<file path="src/hw/rtl/posit8_dyadic_encoder_core_macros.svh">
// assertion macros for the posit encoder core
// no dependencies; included by the files that carry assertions
`ifndef POSIT8_DYADIC_ENCODER_CORE_MACROS_SVH
`define POSIT8_DYADIC_ENCODER_CORE_MACROS_SVH

// antecedent implies consequent in the same cycle
`define P8DE_ASSERT_SAME(label, clk, rst_n, ante, cons) \
	label: assert property (@(posedge clk) disable iff (!rst_n) (ante) |-> (cons)) \
		else $error("p8de assertion failed");

// antecedent implies consequent in the next cycle
`define P8DE_ASSERT_NEXT(label, clk, rst_n, ante, cons) \
	label: assert property (@(posedge clk) disable iff (!rst_n) (ante) |=> (cons)) \
		else $error("p8de assertion failed");

`endif

</file>
<file path="src/hw/rtl/p8de_pkg.sv">
// shared constants for the posit encoder core
// no dependencies
`timescale 1ns / 1ps

package p8de_pkg;

	localparam int DEFAULT_POSIT_WIDTH = 8;
	localparam int NUM_W = 32;
	localparam int EXP_W = 8;
	localparam int LEAD_W = $clog2(NUM_W);
	localparam logic signed [EXP_W-1:0] SCALE_EXP_RESET = -8'sd32;

endpackage

</file>
<file path="src/hw/rtl/p8de_encode.sv">
// combinational posit encode: leading one, regime split, pack and round
// depends on p8de_pkg
`timescale 1ns / 1ps

module p8de_encode #(
	parameter int POSIT_WIDTH = p8de_pkg::DEFAULT_POSIT_WIDTH
) (
	input  logic [p8de_pkg::NUM_W-1:0]        numerator,
	input  logic signed [p8de_pkg::EXP_W-1:0] scale_exponent,
	output logic [POSIT_WIDTH-2:0]            posit_pattern
);
	import p8de_pkg::*;

	localparam int PW = POSIT_WIDTH - 1;
	localparam int RW = PW;
	localparam int BODY_W = NUM_W + 1;
	localparam int EXT_W = RW + BODY_W;
	localparam int SHW = $clog2(RW + 1);
	localparam int X_W = EXP_W + 2;
	localparam logic signed [X_W-1:0] R_MAX = X_W'(POSIT_WIDTH - 2);
	localparam logic signed [X_W-1:0] R_MIN = X_W'(1 - POSIT_WIDTH);

	logic [LEAD_W-1:0]       lead;
	logic [NUM_W-1:0]        norm;
	logic signed [X_W-1:0]   x;
	logic signed [X_W-1:0]   r;
	logic signed [X_W-1:0]   run_x;
	logic signed [X_W-1:0]   regwid_x;
	logic [SHW-1:0]          run;
	logic [SHW-1:0]          regwid;
	logic [1:0]              elo;
	logic                    neg;
	logic                    too_big;
	logic                    too_small;
	logic [RW-1:0]           reg_field;
	logic [BODY_W-1:0]       body;
	logic [EXT_W-1:0]        ext;
	logic [PW-1:0]           keep;
	logic                    guard;
	logic                    sticky;
	logic                    round_up;

	// leading one position
	always_comb begin
		lead = '0;
		for (int i = 0; i < NUM_W; i++) begin
			if (numerator[i]) begin
				lead = LEAD_W'(i);
			end
		end
	end

	assign norm = numerator << (LEAD_W'(NUM_W - 1) - lead);
	assign x = signed'(X_W'(scale_exponent)) + signed'(X_W'({1'b0, lead}));
	assign r = x >>> 2;
	assign elo = x[1:0];
	assign neg = r[X_W-1];
	assign too_big = r >= R_MAX;
	assign too_small = r <= R_MIN;

	assign run_x = neg ? -r : r + X_W'(1);
	assign regwid_x = neg ? X_W'(1) - r : r + X_W'(2);
	assign run = run_x[SHW-1:0];
	assign regwid = regwid_x[SHW-1:0];

	// regime field left aligned
	always_comb begin
		if (neg) begin
			reg_field = {1'b1, {(RW-1){1'b0}}} >> run;
		end else begin
			reg_field = ~({RW{1'b1}} >> run);
		end
	end

	assign body = {elo, norm[NUM_W-2:0]};
	assign ext = {reg_field, BODY_W'(0)} | ({body, RW'(0)} >> regwid);
	assign keep = ext[EXT_W-1 -: PW];
	assign guard = ext[EXT_W-1-PW];
	assign sticky = |ext[EXT_W-2-PW:0];
	assign round_up = guard & (sticky | keep[0]);

	always_comb begin
		if (numerator == '0) begin
			posit_pattern = '0;
		end else if (too_big) begin
			posit_pattern = '1;
		end else if (too_small) begin
			posit_pattern = PW'(1);
		end else if (round_up && (&keep)) begin
			posit_pattern = '1;
		end else begin
			posit_pattern = keep + PW'(round_up);
		end
	end

endmodule

</file>
<file path="src/hw/rtl/posit8_dyadic_encoder_core.sv">
// an accepted item is captured in the input register, then in the result register, which presents it
// throughput: one item per cycle while the result is not stalled; input register, encode logic, result register
// a stalled result holds the pipe while the input register is full
// reset: arst_n asynchronous active low, clears valids, scale_exponent to -32
// depends on p8de_pkg, p8de_encode and posit8_dyadic_encoder_core_macros.svh
`timescale 1ns / 1ps

`include "posit8_dyadic_encoder_core_macros.svh"

module posit8_dyadic_encoder_core #(
	parameter int POSIT_WIDTH = p8de_pkg::DEFAULT_POSIT_WIDTH
) (
	input  logic                              clk,
	input  logic                              arst_n,
	input  logic                              cfg_we,
	input  logic [p8de_pkg::EXP_W-1:0]        cfg_wdata,
	input  logic                              numerator_valid,
	output logic                              numerator_stall,
	input  logic [p8de_pkg::NUM_W-1:0]        numerator,
	output logic                              posit_valid,
	input  logic                              posit_stall,
	output logic [POSIT_WIDTH-2:0]            posit_pattern
);
	import p8de_pkg::*;

	logic signed [EXP_W-1:0] scale_exponent_q;
	logic [NUM_W-1:0]        numerator_s1;
	logic                    valid_s1;
	logic [POSIT_WIDTH-2:0]  pattern_s2;
	logic                    valid_s2;
	logic [POSIT_WIDTH-2:0]  pattern_comb;
	logic                    adv_out;

	assign adv_out = !valid_s2 || !posit_stall;
	assign numerator_stall = valid_s1 && !adv_out;

	always_ff @(posedge clk or negedge arst_n) begin
		if (!arst_n) begin
			scale_exponent_q <= SCALE_EXP_RESET;
		end else if (cfg_we) begin
			scale_exponent_q <= signed'(cfg_wdata);
		end
	end

	// input register
	always_ff @(posedge clk or negedge arst_n) begin
		if (!arst_n) begin
			valid_s1 <= 1'b0;
		end else if (!numerator_stall) begin
			valid_s1 <= numerator_valid;
		end
	end

	always_ff @(posedge clk) begin
		if (numerator_valid && !numerator_stall) begin
			numerator_s1 <= numerator;
		end
	end

	p8de_encode #(
		.POSIT_WIDTH(POSIT_WIDTH)
	) u_encode (
		.numerator(numerator_s1),
		.scale_exponent(scale_exponent_q),
		.posit_pattern(pattern_comb)
	);

	// result register
	always_ff @(posedge clk or negedge arst_n) begin
		if (!arst_n) begin
			valid_s2 <= 1'b0;
		end else if (adv_out) begin
			valid_s2 <= valid_s1;
		end
	end

	always_ff @(posedge clk) begin
		if (valid_s1 && adv_out) begin
			pattern_s2 <= pattern_comb;
		end
	end

	assign posit_valid = valid_s2;
	assign posit_pattern = pattern_s2;

	`P8DE_ASSERT_SAME(a_stall_needs_item, clk, arst_n, numerator_stall, valid_s1)
	`P8DE_ASSERT_SAME(a_full_blocked_stalls, clk, arst_n, valid_s1 && valid_s2 && posit_stall, numerator_stall)
	`P8DE_ASSERT_NEXT(a_zero_encodes_zero, clk, arst_n, valid_s1 && adv_out && numerator_s1 == '0, posit_pattern == '0)
	`P8DE_ASSERT_NEXT(a_nonzero_stays_nonzero, clk, arst_n, valid_s1 && adv_out && numerator_s1 != '0, posit_pattern != '0)
	`P8DE_ASSERT_SAME(a_result_from_input_reg, clk, arst_n, $rose(valid_s2), $past(valid_s1))

endmodule
</file>
<file path="config.mk">
export PLATFORM = sky130hd
export DESIGN_NAME = posit8_dyadic_encoder_core
export DESIGN_NICKNAME = d
export VERILOG_FILES = /design/src/hw/rtl/p8de_pkg.sv /design/src/hw/rtl/p8de_encode.sv /design/src/hw/rtl/posit8_dyadic_encoder_core.sv
export VERILOG_INCLUDE_DIRS = /design/src /design/src/hw/rtl
export SDC_FILE = /design/constraint.sdc
export NUM_CORES = 1
export LEC_CHECK = 0
export BUFFER_PORTS_ARGS = -buffer_cell sky130_fd_sc_hd__buf_4
export CORE_UTILIZATION = 50
export DETAILED_ROUTE_END_ITERATION = 8
export MAX_ROUTING_LAYER = met4
export PLACE_DENSITY = 0.8
export SYNTH_ARGS = -nofsm -noshare
export SYNTH_HDL_FRONTEND = slang
export SYNTH_SLANG_ARGS = --single-unit
</file>
<file path="constraint.sdc">
create_clock -name clk -period 8.6 [get_ports clk]
set_input_delay 0.43 -clock clk [delete_from_list [all_inputs] [get_ports clk]]
set_output_delay 0.43 -clock clk [all_outputs]
set_load 0.1 [all_outputs]
</file>
=== After elaboration in Yosys (flattened, before gate mapping) ===
Cells that the tools add are included.

* Bits in registers: 49
* Input bits: 45
* Output and inout port bits: 9
* Logic and storage cells: 71

* $add $sub $neg: 7
* Order comparisons: 2
* Shift-type cells: 4
* Multiplexer cells: 37
* Bitwise gates (word level): 4
* Reduce and logical (&&, ||, !) cells: 12

{| class="wikitable"
|+ Operators by type and width
! cell !! count
|-
| $mux 5 || 30
|-
| $or 40x40->40 || 1
|-
| $shr 40x3->40 || 1
|-
| $logic_not 32->1 || 1
|-
| $reduce_or 32->1 || 1
|-
| $shl 32x5->31 || 1
|-
| $mux 7 || 4
|-
| $shr 7x3->7 const A || 2
|-
| $add 8x6->9 || 1
|-
| $add 7x1->7 || 1
|-
| $ge 7x4->1 const B || 1
|-
| $le 7x4->1 const B || 1
|-
| $not 7->7 || 1
|-
| $reduce_and 7->1 || 1
|-
| $mux 3 || 2
|-
| $sub 5x5->5 const A || 1
|-
| $logic_and 1x1->1 || 4
|-
| $logic_not 1->1 || 4
|-
| $add 3x2->3 const B || 1
|-
| $add 3x3->3 const B || 1
|-
| $neg 3->3 || 1
|-
| $sub 2x3->3 const A || 1
|-
| $and 1x1->1 || 1
|-
| $logic_or 1x1->1 || 1
|-
| other kinds (2) || 2
|}

=== Logic depth before layout (Yosys ltp) ===
Gate-level depths: netlist of run 1.

* Word-level depth: 45
* Gate-level depth with buffers: 31
* Gate-level depth less buffers: 25

=== By module ===
Synthesis of run 1 repeated with hierarchy kept, for this count alone.

* Cell total of the unflattened synthesis: 576
* Area, all modules: 5,054.8 µm²

{| class="wikitable"
|+ By module, submodules not included
! module !! instances !! cells an instance !! area an instance (µm²) !! seq. area each (µm²)
|-
| p8de_encode || 1 || 512 || 3,462.1 || 0.0
|-
| posit8_dyadic_encoder_core || 1 || 64 || 1,592.8 || 1,425.1
|}

=== Worst setup path before layout of run 1 ===
No wires, ideal clock.

* Path type: flip-flop to flip-flop
* Start point: register numerator_s1[24]
* End point: register pattern_s2[4], in the netlist posit_pattern[4] (data pin)
* Library setup time: 0.279 ns
* Arrival: 5.789 ns
* Data required time: 8.321 ns
* Path slack: 2.532 ns
* Stages on the path, launching flop included: 29
* Buffers on the path: 6
* Period minus slack after synthesis: 6.068 ns
* Cells stage by stage: edfxtp_1 nor4_1 o21ai_0 o21a_1 inv_2 buf_2 clkbuf_1 buf_1 clkbuf_1 ha_1 nor2b_1 o21a_1 o21ai_0 a22oi_1 buf_4 xnor2_1 clkbuf_1 and3_1 a31oi_1 o22ai_1 a211oi_1 o311ai_0 nor4_1 a41oi_1 ha_1 ha_1 nand2_1 xor2_1 a31oi_1

* Word-level cells in the longest chain between the ends: 21
* Elaborated cells on any way between the ends: 35
* Those cells by class: 7 x add/sub; 2 x order compare; 4 x shift; 14 x mux; 4 x bitwise; 4 x reduce/logical

{| class="wikitable"
|+ Ends and longest elaborated chain
! element !! RTL line !! RTL
|-
| start: declaration || posit8_dyadic_encoder_core.sv:27 || <nowiki>logic [NUM_W-1:0] numerator_s1;</nowiki>
|-
| start signal: assignment || posit8_dyadic_encoder_core.sv:56 || <nowiki>numerator_s1 <= numerator;</nowiki>
|-
| parallel branches: the longest is 21 deep, another holds $add 8x6->9 || n/a ||
|-
| end signal: assignment || posit8_dyadic_encoder_core.sv:79 || <nowiki>pattern_s2 <= pattern_comb;</nowiki>
|-
| end: declaration || posit8_dyadic_encoder_core.sv:29 || <nowiki>logic [POSIT_WIDTH-2:0] pattern_s2;</nowiki>
|}

Several ways; the timed one is not identified.
A chain may end at the register's enable or synchronous reset.

=== Final worst setup path of run 1 ===
* Start point: register numerator_s1[16]
* End point: register pattern_s2[4], in the netlist posit_pattern[4] (data pin)

* Word-level cells in the longest chain between the ends: 29
* Elaborated cells on any way between the ends: 43
* Those cells by class: 7 x add/sub; 2 x order compare; 4 x shift; 22 x mux; 4 x bitwise; 4 x reduce/logical

{| class="wikitable"
|+ Ends and longest elaborated chain
! element
|-
| parallel branches: the longest is 29 deep, another holds $mux 5
|}

Several ways; the timed one is not identified.

==> results of run 1 <==
==> per-layer routing <==
layer | vias to the layer above | global-route usage [%] | part of all wire, %
met4 | 0 | 10.4 | 3.1
li1 | 2459 | - | -
met3 | 49 | 5.91 | 11
met1 | 2546 | 44.1 | 42
met5 | - | - | 0
met2 | 381 | 47.6 | 44
==> power by group <==
| group | leakage (uW) | internal, uW | switching (uW) |
|---|---|---|---|
| Sequential | 0.000486 | 294 | 24.0 |
| Clock | 0.0000574 | 94.6 | 81.3 |
| Combinational | 0.00161 | 247 | 447 |
==> stage by stage <==
step | total power, uW | setup slack, ns
after floorplan | 846 | 2.53
after global placement | 979 | 2.10
after detailed placement | 996 | 1.73
after CTS | 1170 | 1.70
after global routing | 1260 | 1.14
final | 1190 | 1.54
==> cell type report <==
class / count / area [sq um]
fill: 858 / 4160
multi-input combinational: 493 / 3400
sequential: 49 / 1430
timing repair buffer: 65 / 490
tap: 133 / 166
inverter: 27 / 104
clock buffer: 6 / 82.6
clock inverter: 2 / 37.5
==> sequential cells by signal (all words and copies together) (netlist names) <==
signal and cells:
scale_exponent_q 8, posit_pattern 7, numerator_s1 32, valid_s1 1
posit_valid 1
==> placed cells by master, fill, tap and decap left out, types with 5 or more instances in the layout <==
cell type	n
o211ai_1	6
nor2_1	54
dfrtp_1	7
xnor2_1	9
a32oi_1	5
nor4_1	12
nand2b_1	6
a211o_1	10
or2_2	6
o21ai_0	28
a221oi_1	7
o311ai_0	6
nand4_1	8
nor3_1	21
a31oi_1	22
clkbuf_8	6
nand3_1	20
a21oi_1	36
or4_1	5
o22ai_1	5
or3_1	6
buf_4	64
xor2_1	5
inv_1	23
and3_1	5
nand2_1	46
a211oi_1	24
o31ai_1	5
a22oi_1	10
and2_1	5
ha_1	14
mux2_2	7
edfxtp_1	39
mux2i_1	27
==> worst max-delay path: stages, from the launching register on <==
cell,delay (ns)
edfxtp_1,0.54
nor3_1,0.35
o311ai_1,0.18
a21o_1,0.23
a211o_1,0.64
inv_4,0.38
ha_1,0.23
inv_1,0.05
fa_1,0.40
nor2b_1,0.13
o21a_1,0.14
o21ai_0,0.10
a22oi_1,0.78
xnor2_1,0.13
buf_4,0.23
and3_1,0.18
a31oi_1,0.13
o22ai_1,0.10
a211oi_1,0.24
o311ai_0,0.16
nor4_1,0.37
a41oi_1,0.19
ha_1,0.25
ha_1,0.24
nand2_1,0.10
xor2_1,0.18
a31oi_1,0.12
==> logic make-up (layout without fill, tap and decap cells) <==
logic type / count (synthesis) / count (layout) / share of synthesized area (%)
adder cells (fa/ha/maj): 16 / 16 / 4.00
buffers and inverters: 65 / 100 / 6.04
XOR/XNOR: 14 / 14 / 2.39
AO/OA/AOI/OAI: 216 / 216 / 30.4
multiplexers: 39 / 39 / 8.97
AND/OR/NAND/NOR: 208 / 208 / 20.4
flip-flops: 49 / 49 / 27.8
==> worst max path at each step <==
stage | end | slack (ns) | cells after the start
final | posit_pattern[4] | 1.54 | 26
after CTS | posit_pattern[4] | 1.70 | 26
after detailed placement | posit_pattern[4] | 1.73 | 26
after global routing | posit_pattern[4] | 1.14 | 26
after global placement | posit_pattern[4] | 2.10 | 26
after floorplan | posit_pattern[4] | 2.53 | 28
==> flow_metrics.tcl, run 1 <==
set metrics [dict create \
    synthTopCellsByArea "edfxtp_1 23%, mux2i_1 5.3%, nor2_1 4.0%" \
    rows 36 \
    ys_seq_area_share_pct 27.8 \
    drt_iter0_drc 732 \
    initial_utilization_pct 52.0 \
    core_region_area_sq_um 9860 \
    place_inst 766 \
    post-route-period-util_pct 82.1 \
    slew_viol_final 0 \
    yosysUniqueCellTypes 85 \
    synth_top_area_share_pct 22.8 \
    finalHoldWorstSlack_ns 0.283 \
    post-route-util_pct 57.9 \
    rsz0062_at_grt "false" \
    end_kind "flip-flop" \
    outcome "complete, no violations" \
    p_leak_uw 0.00215 \
    arrival_ns 7.10 \
    wire_per_inst_microns 20.8 \
    dp_hpwl_mm 12.1 \
    yosysMostFrequentCell "nor2_1" \
    min-delay-start "numerator[29]" \
    postCtsSetupRepairBufs 0 \
    path_max_fanout 27 \
    die_w_microns 103 \
    relSlewSlack_pct 12.9 \
    io_buffers 53 \
    startpoint "numerator_s1[16]" \
    layout.nets 701 \
    finalSetupViolCount 0 \
    n_antenna_cell 0 \
    critPathLaunchType "flip-flop" \
    drcViolationCount 0 \
    vdd_drop_max_v 0.000211 \
    vias 5435 \
    drive_gt1_share_pct 16.7 \
    grt_start_max_net_pins 43 \
    rrSetupSlack_ns 1.54 \
    hold_path.class "in -> reg" \
    drt-total-wl_mm 16.1 \
    die_h_microns 103 \
    maxCapViolations 0 \
    io_pins 54 \
    async_reset_ff_share_pct 20.4 \
    h-tree-depth 2 \
    cts_root_buf "clkbuf_8" \
    required_ns 8.64 \
    grt_pass1_vias 4886 \
    gp_congestion 0.991 \
    min_path_cells 1 \
    dr.pass1.iters 8 \
    syn_nets 667 \
    clk_transition_reported_paths_ns 0.10 \
    cts_buffers 5 \
    area_growth_pct 11.2 \
    hold-path-endpoint "numerator_s1[29]" \
    synth_seq_cells 49 \
    clock-sinks 49 \
    synth_edf_count 39 \
    ctsResizeCount 0 \
    postCtsHoldBufs 1 \
    postRouteAntennaNets 0 \
    fin_area_sq_um 5710 \
    placed_area_sq_um 5580 \
    grt_antenna_before_repair 0 \
    yosys_warnings 0 \
    crit_type "reg -> reg" \
    grt_overflow_total 0 \
    grt_pass1_wl_mm 25.4 \
    fin_cells 775 \
    worst_pin_slew_ns 1.29 \
    synth_top_flop_cell "edfxtp_1" \
    synth_area_per_cell_sq_um 8.46 \
    tritoncts "built" \
    synth_area_sq_um 5130 \
    synth_top_area_cell "edfxtp_1" \
    r2r-start "numerator_s1[16]" \
    p_per_area_nw_per_um2 208 \
    fmax_mhz 142 \
    postSynthCellCount 607 \
    fin_crit_ns 7.06 \
    finClkSkew_ns 0.0176 \
    setup_tns_ns 0 \
    clock_path_buffers 2 \
    die_area_sq_um 10700 \
    clk_latency_ns 0.31 \
    netlist_top_cells_count "55 x nor2_1, 46 x nand2_1, 39 x edfxtp_1, 36 x a21oi_1, 28 x o21ai_0" \
    ff2ff_path_depth 26 \
    hold_viol_final 0 \
    viasPerCell 7.01 \
    reg2reg_to "posit_pattern[4]" \
    grt_usage_pct 32.1 \
]
Power figures use the tool's default switching activity.
==> inputs of run 2 (changes only) <==
- PLACE_DENSITY: 0.8 -> 0.82
- clock period: 8.6 -> 6.25 ns (I/O delays scaled with it)
==> flow_metrics.tcl, run 2 (synthesized netlist as in run 1, its figures left out) <==
set metrics [dict create \
    grt_pass1_wl_mm 25.0 \
    cpMaxStageDelayCell "edfxtp_1" \
    drt_iter0_drc 583 \
    outcome "complete, no violations" \
    pwr-share-clk_pct 12.7 \
    rsz0062_at_grt "false" \
    wire_per_inst_microns 20.5 \
    dr.pass1.iters 5 \
    r2r-start "numerator_s1[16]" \
    most-common-layout-cells "76 x buf_4, 54 x nor2_1, 46 x nand2_1, 39 x edfxtp_1, 36 x a21oi_1" \
    p_leak_uw 0.00221 \
    layout.nets 713 \
    fin_crit_ns 5.90 \
    crit_type "reg -> reg" \
    path_max_fanout 10 \
    power.switching_uw 760 \
    largest_register "numerator_s1" \
    vias 5370 \
    sw_frac_of_total_pct 47.3 \
    grt_pass1_vias 4820 \
    vdd_drop_max_v 0.000215 \
    core_region_area_sq_um 9860 \
    critPathLaunchType "flip-flop" \
    io_pins 54 \
    startpoint "numerator_s1[16]" \
    gp_congestion 1.06 \
    setup_tns_ns 0 \
    grt_overflow_total 0 \
    end_kind "flip-flop" \
    grt_antenna_before_repair 0 \
    finClkSkew_ns 0.00931 \
    h-tree-depth 2 \
    postCtsSetupRepairBufs 0 \
    min_path_cells 1 \
    viasPerCell 6.82 \
    die_w_microns 103 \
    relSlewSlack_pct 15.2 \
    tritoncts "built" \
    drt-total-wl_mm 16.1 \
    min-delay-start "numerator[6]" \
    hold-path-endpoint "numerator_s1[6]" \
    dp_hpwl_mm 12.4 \
    place_ws_ns 0.465 \
    crit_path_frequent_cell "ha_1" \
    io_buffers 53 \
    clk_latency_ns 0.31 \
    rrSetupSlack_ns 0.35 \
    worst-path-buf-inv 3 \
    arrival_ns 5.94 \
    required_ns 6.29 \
    hold_path.class "in -> reg" \
    cp_top_family "compound AO/OA/AOI/OAI gates" \
    clock_path_buffers 2 \
    grt_usage_pct 31.8 \
    internal_power_uw 847 \
    p_per_area_nw_per_um2 278 \
    hold_viol_final 0 \
    largest_reg_flops 32 \
    clk_transition_reported_paths_ns 0.10 \
    fmax_mhz 170 \
    rows 36 \
    grt_start_max_net_pins 43 \
    maxCapViolations 0 \
    postRouteAntennaNets 0 \
    initial_utilization_pct 52.0 \
    reg2reg_to "posit_pattern[4]" \
    die_area_sq_um 10700 \
    finalSetupViolCount 0 \
    clock-sinks 49 \
    mostFrequentLayoutCell "buf_4" \
    post-route-period-util_pct 94.3 \
    drcViolationCount 0 \
    slew_viol_final 0 \
    cts_root_buf "clkbuf_8" \
    area_growth_pct 12.7 \
    power_frac_comb_pct 60.2 \
    cpPeakStageDelay_ns 0.53 \
    ff2ff_path_depth 25 \
    seq_power_share_pct 27.2 \
    cts_buffers 5 \
    drive_gt1_share_pct 18.3 \
    worst_pin_slew_ns 1.26 \
    finalPower_uw 1610 \
    n_antenna_cell 0 \
    die_h_microns 103 \
    fin_ws_ns 0.355 \
]
[run 2: worst max-delay path by stage]
stage	end	slack, ns	depth (start not counted)
after floorplan	posit_pattern[4]	0.18	28
after global placement	posit_pattern[6]	0.57	21
after detailed placement	posit_pattern[6]	0.46	21
after CTS	posit_pattern[6]	0.43	21
after global routing	posit_pattern[6]	0.05	25
final	posit_pattern[4]	0.35	25
[run 2: worst register-to-register path, cell delays in order (launching register included)]
cell and delay (ns):
edfxtp_1 0.53, nor3_1 0.34, o311ai_1 0.18, a21o_1 0.23
a211o_1 0.36, inv_4 0.07, ha_1 0.16, inv_1 0.06
fa_1 0.40, nor2b_1 0.13, o21a_1 0.13, o21ai_0 0.10
a22oi_1 0.33, buf_4 0.24, xnor2_1 0.15, o21ai_0 0.28
nand4_1 0.15, nor4_1 0.38, nand2_1 0.14, nor4_1 0.30
a41oi_1 0.18, ha_1 0.25, ha_1 0.23, nand2_1 0.08
xor2_1 0.14, a31oi_1 0.10
[run 2: area by class of cell]
type,count,area [sq um]
clock inverters,2,17.5
well taps,133,166
flip-flops and latches,49,1430
repair buffers,77,581
clock buffers,6,82.6
fillers,861,4080
multi-input cells,493,3410
inverters,27,104
[run 2: layer usage]
metal  global-route usage [%]  vias to the layer above  share of wire [%]
li1                         -                     2478                  -
met5                        -                        -                  0
met4                     10.5                        0                2.4
met1                     44.6                     2509                 42
met3                     4.57                       37                 10
met2                     47.1                      346                 45
[run 2: what timing repair did]
item,CTS,global route
resized for setup,0,1
hold buffers,1,0
setup endpoints to repair,0,2
endpoints found under the hold margin,7,0
[run 2: metrics by stage]
| step | area (sq um) | hold slack [ns] | std cells | utilization [%] |
|---|---|---|---|---|
| floorplan | 5130 | 0.0169 | 607 | - |
| global placement | 5670 | 0.144 | 778 | 57.4 |
| detailed placement | 5670 | 0.148 | 778 | 57.4 |
| CTS | 5780 | 0.160 | 787 | 58.6 |
| global route | 5780 | 0.158 | 787 | 58.6 |
| finish | 5780 | 0.172 | 787 | 58.6 |
[run 2: power groups by stage]
stage                     Clock [uW]  Combinational [uW]  Sequential, uW
final                            204                 968             437
after global routing             220                1040             442
after CTS                        210                 946             435
after detailed placement           0                 943             443
after global placement             0                 926             440
after floorplan                    0                 615             549
==> inputs of run 3 (changes only) <==
- GPL_TIMING_DRIVEN: default -> 0
==> flow_metrics.tcl, run 3 (synthesized netlist as in run 1, its figures left out) <==
set metrics [dict create \
    outcome "complete, no violations" \
    finClkSkew_ns 0.0169 \
    die_w_microns 103 \
    post-route-period-util_pct 97.0 \
    path_max_fanout 19 \
    finalSetupViolCount 0 \
    rows 36 \
    cts_root_buf "clkbuf_8" \
    clock-sinks 49 \
    hold_path.class "in -> reg" \
    largest_register "numerator_s1" \
    power_frac_comb_pct 60.2 \
    postRouteAntennaNets 0 \
    fin_crit_ns 6.06 \
    cts_buffers 5 \
    place_ws_ns -1.67 \
    dr.pass1.iters 6 \
    drcViolationCount 0 \
    grt_start_max_net_pins 33 \
    pwr-share-clk_pct 14.4 \
    layout.nets 744 \
    grt_usage_pct 37.4 \
    p_leak_uw 0.00238 \
    gp_congestion 1.02 \
    fmax_mhz 165 \
    drive_gt1_share_pct 24.2 \
    power.switching_uw 805 \
    min-delay-start "numerator[16]" \
    wire_per_inst_microns 23.3 \
    grt_overflow_total 0 \
    viasPerCell 6.95 \
    r2r-start "numerator_s1[2]" \
    worst_pin_slew_ns 1.37 \
    sw_frac_of_total_pct 47.0 \
    cpMaxStageDelayCell "edfxtp_1" \
    startpoint "numerator_s1[2]" \
    clock_path_buffers 2 \
    finalPower_uw 1720 \
    io_buffers 52 \
    dp_hpwl_mm 14.5 \
    critPathLaunchType "flip-flop" \
    mostFrequentLayoutCell "buf_4" \
    relSlewSlack_pct 7.93 \
    slew_viol_final 0 \
    hold_viol_final 0 \
    seq_power_share_pct 25.4 \
    cpPeakStageDelay_ns 0.43 \
    most-common-layout-cells "83 x buf_4, 54 x nor2_1, 46 x nand2_1, 39 x edfxtp_1, 36 x a21oi_1" \
    clk_latency_ns 0.33 \
    grt_pass1_vias 5270 \
    io_pins 54 \
    cp_top_family "compound AO/OA/AOI/OAI gates" \
    finalHoldWorstSlack_ns 0.165 \
    crit_type "reg -> reg" \
    internal_power_uw 910 \
    grt_pass1_wl_mm 28.6 \
    end_kind "flip-flop" \
    arrival_ns 6.13 \
    vdd_drop_max_v 0.000244 \
    drt-total-wl_mm 19.0 \
    grt_antenna_before_repair 0 \
    die_h_microns 103 \
    p_per_area_nw_per_um2 276 \
    clk_transition_reported_paths_ns 0.11 \
    h-tree-depth 2 \
    initial_utilization_pct 52.0 \
    required_ns 6.32 \
    area_growth_pct 21.0 \
    maxCapViolations 0 \
    n_antenna_cell 0 \
    die_area_sq_um 10700 \
    largest_reg_flops 32 \
    post-route-util_pct 63.0 \
    drt_iter0_drc 550 \
    core_region_area_sq_um 9860 \
    worst-path-buf-inv 6 \
    fin_ws_ns 0.189 \
    vias 5684 \
    tritoncts "built" \
    crit_path_frequent_cell "ha_1" \
]
==> run 3: cell types whose count changed in the layout (fill, tap and decap cells not counted), sizes merged, moves of 2 or more <==
cell / before / now
buf: 76 / 96
clkbuf: 6 / 16
clkinvlp: 0 / 2
inv: 27 / 25
==> run 3: path summary, 6_finish.rpt <==
check	to	slack (ns)	cells past startpoint
worst max-delay path	posit_pattern[4]	0.19	28
worst max register to register	posit_pattern[4]	0.19	28
worst min-delay path	numerator_s1[16]	0.17	1
min in group asynchronous	scale_exponent_q[1]	0.34	2
worst min register to register	posit_valid	0.50	1
max in group asynchronous	scale_exponent_q[6]	5.68	2
==> run 3: layer usage <==
metal  wire length, microns  vias up  share of wire (%)  global-route usage [%]
met5                      0        -                  0                       -
met4                    894        0                4.7                    17.4
met3                   1680       82                8.8                    6.65
met2                   8390      349                 44                    56.5
met1                   8070     2712                 42                    48.7
li1                       -     2541                  -                       -
==> run 3: layout make-up <==
class                           count  area, sq um
Fill cell                         802         3650
Buffer                             26          179
Multi-Input combinational cell    493         3590
Sequential cell                    49         1430
Clock buffer                        6         82.6
Timing Repair Buffer               82          616
Inverter                           27          113
Tap cell                          133          166
Clock inverter                      2         37.5
==> run 3: power groups by stage <==
stage	registers (uW)	logic [uW]	clock network (uW)
final	435	1030	247
after global routing	440	1110	256
after CTS	432	978	245
after detailed placement	441	948	0
after global placement	438	924	0
after floorplan	549	615	0
==> run 3: stage by stage <==
step	cell area [sq um]	setup TNS [ns]	instances
3_3_place_gp	5690	-11.39	792
4_1_cts	6030	0	808
2_1_floorplan	5130	0	607
5_1_grt	6210	-0.151	818
3_5_place_dp	5690	-10.63	792
6_report	6210	0	818
==> run 3: worst reg2reg max path: cells and delay by family, from the launching register on <==
family | cells | cell delay, ns
xor+xnor | 2 | 0.29
buf+inv | 6 | 0.89
compound gates | 9 | 1.80
fa+ha+maj | 4 | 1.08
simple gates | 7 | 1.32
flops | 1 | 0.43
==> run 3: repair_timing <==
action | 4_1_cts | 5_1_grt
pin swaps | 4 | 7
buffers inserted | 14 | 14
hold endpoints to repair | 7 | 0
cloned | 0 | 1
resized for setup | 32 | 20
endpoints found under the setup margin | 7 | 7
hold buffers | 1 | 0
